===== src/hdl/gsu_pkg.sv =====
// Shared types and constants for the glyph Scale2x/Scale3x upscaler.
`default_nettype none

package gsu_pkg;

  localparam int GLYPH_DIM = 8;
  localparam int SCALE_MAX = 3;
  localparam int COLS_MAX  = GLYPH_DIM * SCALE_MAX;
  localparam int SCALE_W   = 2;
  localparam int IDX_W     = 5;

  // scale_factor codes
  localparam logic [SCALE_W-1:0] SCALE_OFF   = 2'd0;
  localparam logic [SCALE_W-1:0] SCALE_COPY  = 2'd1;
  localparam logic [SCALE_W-1:0] SCALE_2X    = 2'd2;
  localparam logic [SCALE_W-1:0] SCALE_3X    = 2'd3;
  localparam logic [SCALE_W-1:0] SCALE_RESET = SCALE_COPY;

  // glyph[cx][ry]: column cx, row ry
  typedef logic [GLYPH_DIM-1:0][GLYPH_DIM-1:0] glyph_t;
  // one pixel's output block, blk[dx][dy]
  typedef logic [SCALE_MAX-1:0][SCALE_MAX-1:0] cellblk_t;
  // all pixel blocks, cells[cx][ry]
  typedef cellblk_t [GLYPH_DIM-1:0][GLYPH_DIM-1:0] cells_t;
  // scaled columns, cols[j][r]
  typedef logic [COLS_MAX-1:0][COLS_MAX-1:0] cols_t;

  typedef struct packed {
    logic [SCALE_W-1:0] scale;
    cells_t             cells;
  } cell_beat_t;

  typedef struct packed {
    logic [SCALE_W-1:0] scale;
    cols_t              cols;
  } col_beat_t;

endpackage

`default_nettype wire


===== src/hdl/gsu_cell_stage.sv =====
// Pipeline stage that applies the Scale2x/Scale3x edge rules to every pixel.
`default_nettype none

module gsu_cell_stage (
  input  wire logic                    clk,
  input  wire logic                    rst,
  input  wire logic                    in_valid,
  output logic                         in_stall,
  input  wire gsu_pkg::glyph_t         in_glyph,
  input  wire logic [1:0]              in_scale,
  output logic                         out_valid,
  input  wire logic                    out_stall,
  output gsu_pkg::cell_beat_t          out_beat
);
  import gsu_pkg::*;

  logic [GLYPH_DIM+1:0][GLYPH_DIM+1:0] pad;
  cells_t                              cells_next;
  logic                                valid;
  cell_beat_t                          beat;

  function automatic cellblk_t cell_rule(
    input logic ul, input logic up, input logic ur,
    input logic lf, input logic ctr, input logic rt,
    input logic dl, input logic dn, input logic dr,
    input logic [SCALE_W-1:0] s
  );
    cellblk_t c;
    logic     is_edge;
    c       = {(SCALE_MAX*SCALE_MAX){ctr}};
    is_edge = (up != dn) && (lf != rt);
    if (is_edge && s == SCALE_2X) begin
      c[0][0] = (lf == up) ? lf : ctr;
      c[1][0] = (up == rt) ? rt : ctr;
      c[0][1] = (lf == dn) ? lf : ctr;
      c[1][1] = (dn == rt) ? rt : ctr;
    end else if (is_edge && s == SCALE_3X) begin
      c[0][0] = (lf == up) ? lf : ctr;
      c[1][0] = ((lf == up && ctr != ur) || (up == rt && ctr != ul)) ? up : ctr;
      c[2][0] = (up == rt) ? rt : ctr;
      c[0][1] = ((lf == up && ctr != dl) || (lf == dn && ctr != ul)) ? lf : ctr;
      c[1][1] = ctr;
      c[2][1] = ((up == rt && ctr != dr) || (dn == rt && ctr != ur)) ? rt : ctr;
      c[0][2] = (lf == dn) ? lf : ctr;
      c[1][2] = ((lf == dn && ctr != dr) || (dn == rt && ctr != dl)) ? dn : ctr;
      c[2][2] = (dn == rt) ? rt : ctr;
    end
    return c;
  endfunction

  // surround the glyph with a ring of zero pixels
  always_comb begin
    pad = '0;
    for (int cx = 0; cx < GLYPH_DIM; cx++) begin
      for (int ry = 0; ry < GLYPH_DIM; ry++) begin
        pad[cx+1][ry+1] = in_glyph[cx][ry];
      end
    end
  end

  // evaluate each pixel from its 3x3 neighborhood
  for (genvar cx = 0; cx < GLYPH_DIM; cx++) begin : g_col
    for (genvar ry = 0; ry < GLYPH_DIM; ry++) begin : g_row
      assign cells_next[cx][ry] = cell_rule(
        pad[cx][ry],   pad[cx+1][ry],   pad[cx+2][ry],
        pad[cx][ry+1], pad[cx+1][ry+1], pad[cx+2][ry+1],
        pad[cx][ry+2], pad[cx+1][ry+2], pad[cx+2][ry+2],
        in_scale);
    end
  end

  assign in_stall = valid && out_stall;

  // advance when the stage is empty or its contents move on
  always_ff @(posedge clk) begin
    if (rst) begin
      valid <= 1'b0;
    end else if (!in_stall) begin
      valid <= in_valid;
    end
  end

  always_ff @(posedge clk) begin
    if (in_valid && !in_stall) begin
      beat.scale <= in_scale;
      beat.cells <= cells_next;
    end
  end

  assign out_valid = valid;
  assign out_beat  = beat;

endmodule

`default_nettype wire


===== src/hdl/gsu_pack_stage.sv =====
// Pipeline stage that places pixel blocks into scaled output columns.
`default_nettype none

module gsu_pack_stage (
  input  wire logic                    clk,
  input  wire logic                    rst,
  input  wire logic                    in_valid,
  output logic                         in_stall,
  input  wire gsu_pkg::cell_beat_t     in_beat,
  output logic                         out_valid,
  input  wire logic                    out_stall,
  output gsu_pkg::col_beat_t           out_beat
);
  import gsu_pkg::*;

  cols_t     cols_next;
  logic      valid;
  col_beat_t beat;

  // each scaled bit has a fixed source for each scale; pick by scale
  for (genvar gj = 0; gj < COLS_MAX; gj++) begin : g_col
    for (genvar gb = 0; gb < COLS_MAX; gb++) begin : g_bit
      logic b1;
      logic b2;
      logic b3;
      if (gj < GLYPH_DIM && gb < GLYPH_DIM) begin : g_b1
        assign b1 = in_beat.cells[gj][gb][0][0];
      end else begin : g_b1z
        assign b1 = 1'b0;
      end
      if (gj < 2*GLYPH_DIM && gb < 2*GLYPH_DIM) begin : g_b2
        assign b2 = in_beat.cells[gj/2][gb/2][gj%2][gb%2];
      end else begin : g_b2z
        assign b2 = 1'b0;
      end
      assign b3 = in_beat.cells[gj/3][gb/3][gj%3][gb%3];

      always_comb begin
        unique case (in_beat.scale)
          SCALE_COPY: cols_next[gj][gb] = b1;
          SCALE_2X:   cols_next[gj][gb] = b2;
          SCALE_3X:   cols_next[gj][gb] = b3;
          default:    cols_next[gj][gb] = 1'b0;
        endcase
      end
    end
  end

  assign in_stall = valid && out_stall;

  // advance when the stage is empty or its contents move on
  always_ff @(posedge clk) begin
    if (rst) begin
      valid <= 1'b0;
    end else if (!in_stall) begin
      valid <= in_valid;
    end
  end

  always_ff @(posedge clk) begin
    if (in_valid && !in_stall) begin
      beat.scale <= in_beat.scale;
      beat.cols  <= cols_next;
    end
  end

  assign out_valid = valid;
  assign out_beat  = beat;

endmodule

`default_nettype wire


===== src/hdl/gsu_serializer.sv =====
// Output column buffer that sends one scaled column per transfer.
`default_nettype none

module gsu_serializer (
  input  wire logic                    clk,
  input  wire logic                    rst,
  input  wire logic                    in_valid,
  output logic                         in_stall,
  input  wire gsu_pkg::col_beat_t      in_beat,
  output logic                         column_valid,
  input  wire logic                    column_stall,
  output logic [23:0]                  column_bits,
  output logic [4:0]                   column_index,
  output logic                         last
);
  import gsu_pkg::*;

  logic              busy;
  cols_t             cols;
  logic [IDX_W-1:0]  count;
  logic [IDX_W-1:0]  last_idx;
  logic              out_xfer;
  logic              at_last;
  logic              load;

  assign at_last  = (count == last_idx);
  assign out_xfer = busy && !column_stall;
  // take a new glyph once the buffer is empty or its final column leaves
  assign in_stall = busy && !(out_xfer && at_last);
  assign load     = in_valid && !in_stall;

  always_ff @(posedge clk) begin
    if (rst) begin
      busy  <= 1'b0;
      count <= '0;
    end else if (load) begin
      busy  <= 1'b1;
      count <= '0;
    end else if (out_xfer) begin
      if (at_last) begin
        busy <= 1'b0;
      end
      count <= count + IDX_W'(1);
    end
  end

  // hold the glyph's columns and final index, 8 * scale - 1
  always_ff @(posedge clk) begin
    if (load) begin
      cols     <= in_beat.cols;
      last_idx <= {2'(in_beat.scale - SCALE_W'(1)), 3'b111};
    end
  end

  assign column_valid = busy;
  assign column_bits  = cols[count];
  assign column_index = count;
  assign last         = at_last;

endmodule

`default_nettype wire


===== src/hdl/glyph_scale2x_scale3x_upscaler_core.sv =====
// Top level of the glyph Scale2x/Scale3x upscaler.
//
//  channel   direction  handshake                  payload
//  glyph     in         glyph_valid/glyph_stall    col_0 .. col_7
//  column    out        column_valid/column_stall  column_bits, column_index, last
//  config    in         scale_we                   scale_data
//
// A glyph passes an input register, a cell stage and a pack stage and then
// the column buffer, which sends 8 * scale_factor columns at one per cycle
// while column_stall is low; that buffer paces the glyphs, taking the next one
// as its final column leaves, while up to three more glyphs wait in the stages.
// Synchronous reset empties all stages and sets scale_factor to 1.
// A stall holds every occupied stage; glyphs taken with scale_factor 0 are dropped.
`default_nettype none

module glyph_scale2x_scale3x_upscaler_core (
  input  wire logic        clk,
  input  wire logic        rst,
  input  wire logic        scale_we,
  input  wire logic [1:0]  scale_data,
  input  wire logic        glyph_valid,
  output logic             glyph_stall,
  input  wire logic [7:0]  col_0,
  input  wire logic [7:0]  col_1,
  input  wire logic [7:0]  col_2,
  input  wire logic [7:0]  col_3,
  input  wire logic [7:0]  col_4,
  input  wire logic [7:0]  col_5,
  input  wire logic [7:0]  col_6,
  input  wire logic [7:0]  col_7,
  output logic             column_valid,
  input  wire logic        column_stall,
  output logic [23:0]      column_bits,
  output logic [4:0]       column_index,
  output logic             last
);
  import gsu_pkg::*;

  logic [SCALE_W-1:0] scale_factor;
  logic               in_valid;
  glyph_t             in_glyph;
  logic [SCALE_W-1:0] in_scale;
  logic               cell_stall;
  logic               cell_valid;
  cell_beat_t         cell_beat;
  logic               pack_stall;
  logic               pack_valid;
  col_beat_t          pack_beat;
  logic               ser_stall;

  // scale register
  always_ff @(posedge clk) begin
    if (rst) begin
      scale_factor <= SCALE_RESET;
    end else if (scale_we) begin
      scale_factor <= scale_data;
    end
  end

  assign glyph_stall = in_valid && cell_stall;

  // capture the glyph with its scale; drop glyphs that make no columns
  always_ff @(posedge clk) begin
    if (rst) begin
      in_valid <= 1'b0;
    end else if (!glyph_stall) begin
      in_valid <= glyph_valid && (scale_factor != SCALE_OFF);
    end
  end

  always_ff @(posedge clk) begin
    if (glyph_valid && !glyph_stall) begin
      in_glyph <= {col_7, col_6, col_5, col_4, col_3, col_2, col_1, col_0};
      in_scale <= scale_factor;
    end
  end

  gsu_cell_stage u_cell (
    .clk       (clk),
    .rst       (rst),
    .in_valid  (in_valid),
    .in_stall  (cell_stall),
    .in_glyph  (in_glyph),
    .in_scale  (in_scale),
    .out_valid (cell_valid),
    .out_stall (pack_stall),
    .out_beat  (cell_beat)
  );

  gsu_pack_stage u_pack (
    .clk       (clk),
    .rst       (rst),
    .in_valid  (cell_valid),
    .in_stall  (pack_stall),
    .in_beat   (cell_beat),
    .out_valid (pack_valid),
    .out_stall (ser_stall),
    .out_beat  (pack_beat)
  );

  gsu_serializer u_ser (
    .clk          (clk),
    .rst          (rst),
    .in_valid     (pack_valid),
    .in_stall     (ser_stall),
    .in_beat      (pack_beat),
    .column_valid (column_valid),
    .column_stall (column_stall),
    .column_bits  (column_bits),
    .column_index (column_index),
    .last         (last)
  );

endmodule

`default_nettype wire


===== config.mk =====
export PLATFORM = sky130hd
export DESIGN_NAME = glyph_scale2x_scale3x_upscaler_core
export DESIGN_NICKNAME = d
export VERILOG_FILES = /design/src/hdl/gsu_pkg.sv /design/src/hdl/gsu_cell_stage.sv /design/src/hdl/gsu_pack_stage.sv /design/src/hdl/gsu_serializer.sv /design/src/hdl/glyph_scale2x_scale3x_upscaler_core.sv
export SDC_FILE = /design/constraint.sdc
export NUM_CORES = 2
export LEC_CHECK = 0
export BUFFER_PORTS_ARGS = -buffer_cell sky130_fd_sc_hd__buf_2
export CAP_MARGIN = 25
export CORE_MARGIN = 2
export CORE_UTILIZATION = 30
export CTS_CLUSTER_DIAMETER = 60
export DETAILED_ROUTE_END_ITERATION = 10
export GPL_TIMING_DRIVEN = 0
export PLACE_DENSITY = 0.49
export SYNTH_ARGS = -nofsm -noshare
export SYNTH_HDL_FRONTEND = slang
export SYNTH_SLANG_ARGS = --single-unit

===== constraint.sdc =====
create_clock -name clk -period 71 [get_ports clk]
set_input_delay 14.2 -clock clk [delete_from_list [all_inputs] [get_ports clk]]
set_output_delay 14.2 -clock clk [all_outputs]
set_load 0.03 [all_outputs]

# [After elaboration in Yosys (flattened, before gate mapping)]
# Cells that the tools add are included.
[word_totals] regBits=1811
[op_classes] addsub=2 n_lt_le_gt_ge=1 n_eq_ne=396 muxes=1088 n_bitwise=28 reduce_logical=973
[op_table] operator="$logic_and A1 B1 Y1" count=703
[op_table] operator="$mux W1" count=577
[op_table] operator="$mux W9" count=64
[op_table] operator="$pmux W1 S2" count=195
[op_table] operator="$ne A1 B1 Y1" count=292
[op_table] operator="$logic_or A1 B1 Y1" count=256
[op_table] operator="$mux W4" count=64
[op_table] operator="$mux W2" count=126
[op_table] operator="$pmux W1 S3" count=60
[op_table] operator="$bmux W24 S5" count=1
[op_table] operator="$eq A1 B1 Y1" count=98
[op_table] operator="$not A1 Y1" count=28
[op_table] operator="$mux W24" count=1
[op_table] operator="$eq A2 B2 Y1 const B" count=4
[op_table] operator="$logic_not A1 Y1" count=6
[op_table] operator="$lt A5 B6 Y1 const B" count=1
[op_table] operator="$reduce_bool A2 Y1" count=3
[op_table] operator="$reduce_or A2 Y1" count=3
[op_table] operator="$add A5 B1 Y5 const B" count=1
[op_table] operator="$eq A5 B5 Y1" count=1
[op_table] operator="$reduce_or A3 Y1" count=1
[op_table] operator="$eq A2 B1 Y1 const B" count=1
[op_table] operator="$reduce_and A2 Y1" count=1
[op_table] operator="$sub A2 B1 Y2 const B" count=1

# [Depth between registers and ports, before layout]
[depth] ltp_word=10 mapped_depth=8 depth_no_buf=5

# [By module]
# A second synthesis with hierarchy kept.
[unflattened] hier_cells=6018 hier_area_um2=81379.3
[by_module_without_submodules] module="gsu_cell_stage" instances=1 cells_each=3188 area_per_inst_um2=31934.4
[by_module_without_submodules] module="gsu_pack_stage" instances=1 cells_each=1581 area_per_inst_um2=24688.7
[by_module_without_submodules] module="gsu_serializer" instances=1 cells_each=1171 area_per_inst_um2=22661.7
[by_module_without_submodules] module="glyph_scale2x_scale3x_upscaler_core" instances=1 cells_each=78 area_per_inst_um2=2094.5

# [Worst setup path after synthesis]
# OpenSTA, ideal clock, no wires.
[synth_path] path_kind="input to register" start="in column_stall" end="reg u_pack.beat, in the netlist u_pack.out_beat[0] (enable)" arrival_time_ns=55.903 setup_slack_ns=12.711 cell_stages=2 path_cell_list="o41a_1 -> a21boi_0"
[synth_between] elab_chain_len=8
[synth_lines] element="from (decl)" line="glyph_scale2x_scale3x_upscaler_core.sv:32" text="input wire logic column_stall,"
[synth_lines] element="$logic_not A1 Y1" line="gsu_serializer.sv:27" text="assign out_xfer = busy && !column_stall;"
[synth_lines] element="$logic_and A1 B1 Y1" line="gsu_serializer.sv:27"
[synth_lines] element="$logic_and A1 B1 Y1" line="gsu_serializer.sv:29" text="assign in_stall = busy && !(out_xfer && at_last);"
[synth_lines] element="$logic_not A1 Y1" line="gsu_serializer.sv:29"
[synth_lines] element="$logic_and A1 B1 Y1" line="gsu_serializer.sv:29"
[synth_lines] element="$logic_and A1 B1 Y1" line="gsu_pack_stage.sv:49" text="assign in_stall = valid && out_stall;"
[synth_lines] element="$logic_not A1 Y1"
[synth_lines] element="$logic_and A1 B1 Y1" line="gsu_pack_stage.sv:61" text="if (in_valid && !in_stall) begin"
[synth_lines] element="to (decl)" line="gsu_pack_stage.sv:18" text="col_beat_t beat;"
# Every way passes these cells.
# A chain may end at the register's enable or synchronous reset.

# [Worst setup path in the final report]
[layout_path] start="in column_stall" end="out glyph_stall"
[layout_between] elab_chain_len=8
[layout_lines] element="$logic_not A1 Y1" line="gsu_serializer.sv:27"
[layout_lines] element="$logic_and A1 B1 Y1" line="gsu_serializer.sv:27"
[layout_lines] element="$logic_and A1 B1 Y1" line="gsu_serializer.sv:29"
[layout_lines] element="$logic_not A1 Y1" line="gsu_serializer.sv:29"
[layout_lines] element="$logic_and A1 B1 Y1" line="gsu_serializer.sv:29"
[layout_lines] element="$logic_and A1 B1 Y1" line="gsu_pack_stage.sv:49"
[layout_lines] element="$logic_and A1 B1 Y1" line="gsu_cell_stage.sv:72" text="assign in_stall = valid && out_stall;"
[layout_lines] element="$logic_and A1 B1 Y1" line="glyph_scale2x_scale3x_upscaler_core.sv:60" text="assign glyph_stall = in_valid && cell_stall;"
[layout_lines] element="to (decl)" line="glyph_scale2x_scale3x_upscaler_core.sv:22" text="output logic glyph_stall,"
# Every way passes these cells.

==> results.md <==
Outcome:
- The run finished, with violations left.
- The final reports fail on DRC.

Timing:
- The normalized max-slew margin is 0.162.
- In the finished design, the share of the clock period the worst path needs comes to 0.415.
- At the pin with the least slew margin, the transition time is around 1.2 ns.
- The final critical delay including setup and external delays is 29.50 ns.
- The summed negative setup slack over all endpoints is 0 ns.
- Setup repair after global routing left no endpoint under its margin.
- The final hold violation count is 0.
- Clock skew on the completed layout was measured at around 0.075 ns.
- The top achievable clock speed is 0.0339 GHz.
- Setup slack on the critical path of the routed design comes to 41.50 ns.
- The max-slew violation count came to 0.
- Setup violations remaining at the end of the flow were counted as 0.

Floorplan:
- The total I/O pin count is around 100.
- The die is approximately 520 µm tall.
- The placeable core region is 267000 µm².
- The initial utilization of the core area, before any placement, comes to 0.301.
- The number of cell rows is 190.
- The die area is between 200000 and 300000 µm².
- The floorplan step set the die width to between 500 and 600 µm.

Power:
- The design draws 2630 µW.
- The maximum ir drop on the vdd rail is around 0.000020 V.
- The analysis attributes to cell leakage a power of 0.0320 µW.
- In this run the power density over the cells is roughly 28 nW/µm².

Synthesis:
- The share of synthesized area in the top cell type comes to 0.666.
- The number of nets produced by synthesis is ~6000.
- The commonest cells after synthesis are 1788 x edfxtp_1, 346 x clkbuf_1, 343 x and3_1.
- The mean cell area of the mapped netlist is 13.7 µm².
- The cell type with the highest aggregate area in the netlist is edfxtp_1.
- The synthesized netlist occupies a cell area of just over 80000 µm².
- For this run, the number of Yosys warnings is 0.
- The most used flip-flop cell after synthesis is edfxtp_1.
- For this run, the register share of the synthesized area comes to 0.669.
- The number of enable flip-flop cells after synthesis is between 1500 and 2000.
- By area the synthesized netlist is led by edfxtp_1 67%, mux2i_1 4.0%, and3_1 2.7%.
- The async set or reset register ratio after synthesis is 0.
- The most repeated cell in the gate-level netlist after synthesis is edfxtp_1.
- The synthesized instance count is approximately 6000.
- The total of flip-flops plus latches after synthesis is 1799.
- The synthesized netlist contains 79 unique library cells.

Clock network:
- The insertion delay of the later-clocked pin in the worst-skew pair is 0.91 ns.
- The maximum buffer depth of the clock tree is 4.
- The TritonCTS clock tree is yes.
- The number of setup buffers added after CTS is 0.
- The post-cts hold buffer count is 0.
- The number of clock sinks is 1799.
- The depth of the CTS H-tree is 4.
- Post-CTS repair changed the size of 0 cells.
- The number of clock buffers added by TritonCTS is around 210.
- Clock-pin slew was measured on the worst setup and hold paths at approximately 0.060 ns.
- In this run the clock root is driven by a clkbuf_16.

Critical path:
- The maximum fanout along the worst path is 7.
- The critical setup path kind is input pin to output port.
- The kind of launch point of the worst setup path is an input pin.
- The critical path data arrival time is roughly 15 ns.
- The logic depth of the worst register-to-register path is 8.
- The required time at the worst-slack endpoint is between 50 and 60 ns.
- The endpoint kind of the worst setup timing path is an output port.

Finish:
- The count of fill cells added during filler insertion is approximately 26000.
- The final layout net count is between 6000 and 7000.
- Measured on the finished design, the core utilization comes to 0.352.
- Relative to the synthesized area, the layout overhead comes to 17.0%.
- The fraction of final layout cells sized beyond drive strength 1 is 0.138.
- The post-layout instance count excluding filler cells is 10000.

Detailed routing:
- The number of DRC violations after detailed routing is 3.
- The average vias per placed instance is between 5 and 6.
- After detailed routing, the average wire length per cell comes to 38.2 µm.
- The post-route antenna net violation count is 0.
- The total detailed-routing wirelength is about 380000 µm.
- The starting DRC count in detailed routing is roughly 10000.
- The pre-antenna-repair detailed-routing pass consisted of 9 iterations.
- Across all layers, the routed design uses about 58000 vias.

Global routing:
- Across every metal layer, demand over resource in global routing totals 0.275.
- The initial antenna violation count is 87.
- The total overflow reported by the global router is 0.
- The number of global-route vias before repair is around 54000.
- The maximum number of pins on one net before global-route repair is between 60 and 70.
- The first global-routing pass estimated between 500000 and 600000 µm of wire.

Placed design:
- The worst slack after detailed placement is roughly 41 ns.
- During placement, the flow inserted port buffers numbering ~100.
- At the end of routability-driven placement, the weighted congestion stood at 1.02.
- After legalization and detailed placement, the total HPWL measured 294000 µm.
- In this run, placement finished with an instance count of around 9700.

Job:
- Across the run, the number of max-cap violations was 0.

Worst hold path:
- The worst hold path was traced through 0 stages.
- The path class of the lowest-slack min-delay path is flip-flop to flip-flop.
## where the power goes
part,switching [µW],internal (µW),leakage (µW),total [µW]
clock,454,612,0.00321,1070
combinational,234,83.0,0.0123,317
sequential,31.0,1220,0.0165,1250
total,719,1910,0.0320,2630
## metrics by stage
step	area, µm²	hold slack (ns)
6_report	94300	0.367
5_1_grt	94200	0.372
4_1_cts	94200	0.347
3_5_place_dp	87600	0.405
3_3_place_gp	85500	0.401
2_1_floorplan	80600	0.400
## final cells by class
| class | count | area (µm²) | share of cell area |
|---|---|---|---|
| Inverter | 77 | 289 | 0.00307 |
| Multi-Input combinational cell | 3480 | 24100 | 0.256 |
| Clock inverter | 116 | 1210 | 0.0129 |
| Tap cell | 3552 | 4440 | 0.0471 |
| Clock buffer | 246 | 5370 | 0.0570 |
| Buffer | 545 | 2310 | 0.0246 |
| Antenna cell | 17 | 42.5 | 0.000451 |
| Timing Repair Buffer | 212 | 2550 | 0.0270 |
| Sequential cell | 1799 | 53900 | 0.572 |
## routing by layer
metal	part of all wire	track usage	wire, µm	up-vias
li1	-	-	-	23700
met1	0.42	0.391	163000	29900
met2	0.41	0.387	158000	3794
met3	0.12	0.0793	44200	700
met4	0.047	0.115	18100	46
met5	0.00079	0	302	-
## critical path, stage by stage
cell and delay [ns]:
buf_2 0.11, o41a_1 0.56, nand4_1 0.21, inv_1 0.05, buf_2 0.17
## cell usage in the layout, fill, tap and decap left out, types with 18 or more instances in the layout
| cell type | instances |
|---|---|
| buf_16 | 33 |
| mux2i_1 | 326 |
| nand2_1 | 267 |
| o21ai_0 | 299 |
| buf_4 | 38 |
| clkinv_2 | 34 |
| o31a_1 | 18 |
| nor3_1 | 124 |
| a221oi_1 | 42 |
| nand3_1 | 67 |
| inv_1 | 57 |
| a211o_1 | 32 |
| and3_1 | 343 |
| nand4_1 | 21 |
| nor4_1 | 18 |
| mux4_2 | 50 |
| o22ai_1 | 178 |
| xor2_1 | 97 |
| nor2_1 | 190 |
| edfxtp_1 | 1788 |
| buf_1 | 40 |
| clkbuf_16 | 209 |
| a21oi_1 | 267 |
| o31ai_1 | 59 |
| a31oi_1 | 81 |
| mux2_2 | 133 |
| buf_2 | 246 |
| a22oi_1 | 52 |
| clkbuf_1 | 369 |
| a211oi_1 | 57 |
| buf_12 | 36 |
| xnor2_1 | 119 |
| o21a_1 | 32 |
| a22o_1 | 74 |
| a21o_1 | 24 |
| or3_1 | 40 |
| nor2b_1 | 243 |
| clkinv_1 | 56 |
| bufinv_16 | 20 |
| nand2b_1 | 22 |
## cell families after synthesis
group / synth area share
AND/OR/NAND/NOR: 0.0922
buffers and inverters: 0.0319
AO/OA/AOI/OAI: 0.109
multiplexers: 0.0731
XOR/XNOR: 0.0237
adder cells (fa/ha/maj): 0.000901
flip-flops: 0.669
## path summary, 6_finish.rpt
check,startpoint,endpoint,slack (ns)
max,column_stall,glyph_stall,41.50
min,u_pack.out_beat[9],u_ser.cols[9],0.37
max reg2reg,in_scale[0],u_cell.out_beat[281],65.71
min reg2reg,u_pack.out_beat[9],u_ser.cols[9],0.37
## state kept, by name, indices dropped and copies added (netlist names), 2 cells and up
register and cells:
in_scale 2, u_ser.column_index 5, in_glyph 64, scale_factor 2
u_pack.out_beat 574, u_ser.cols 572, u_ser.last_idx 2, u_cell.out_beat 574
Note: power is estimated with default switching activity, not from simulation.
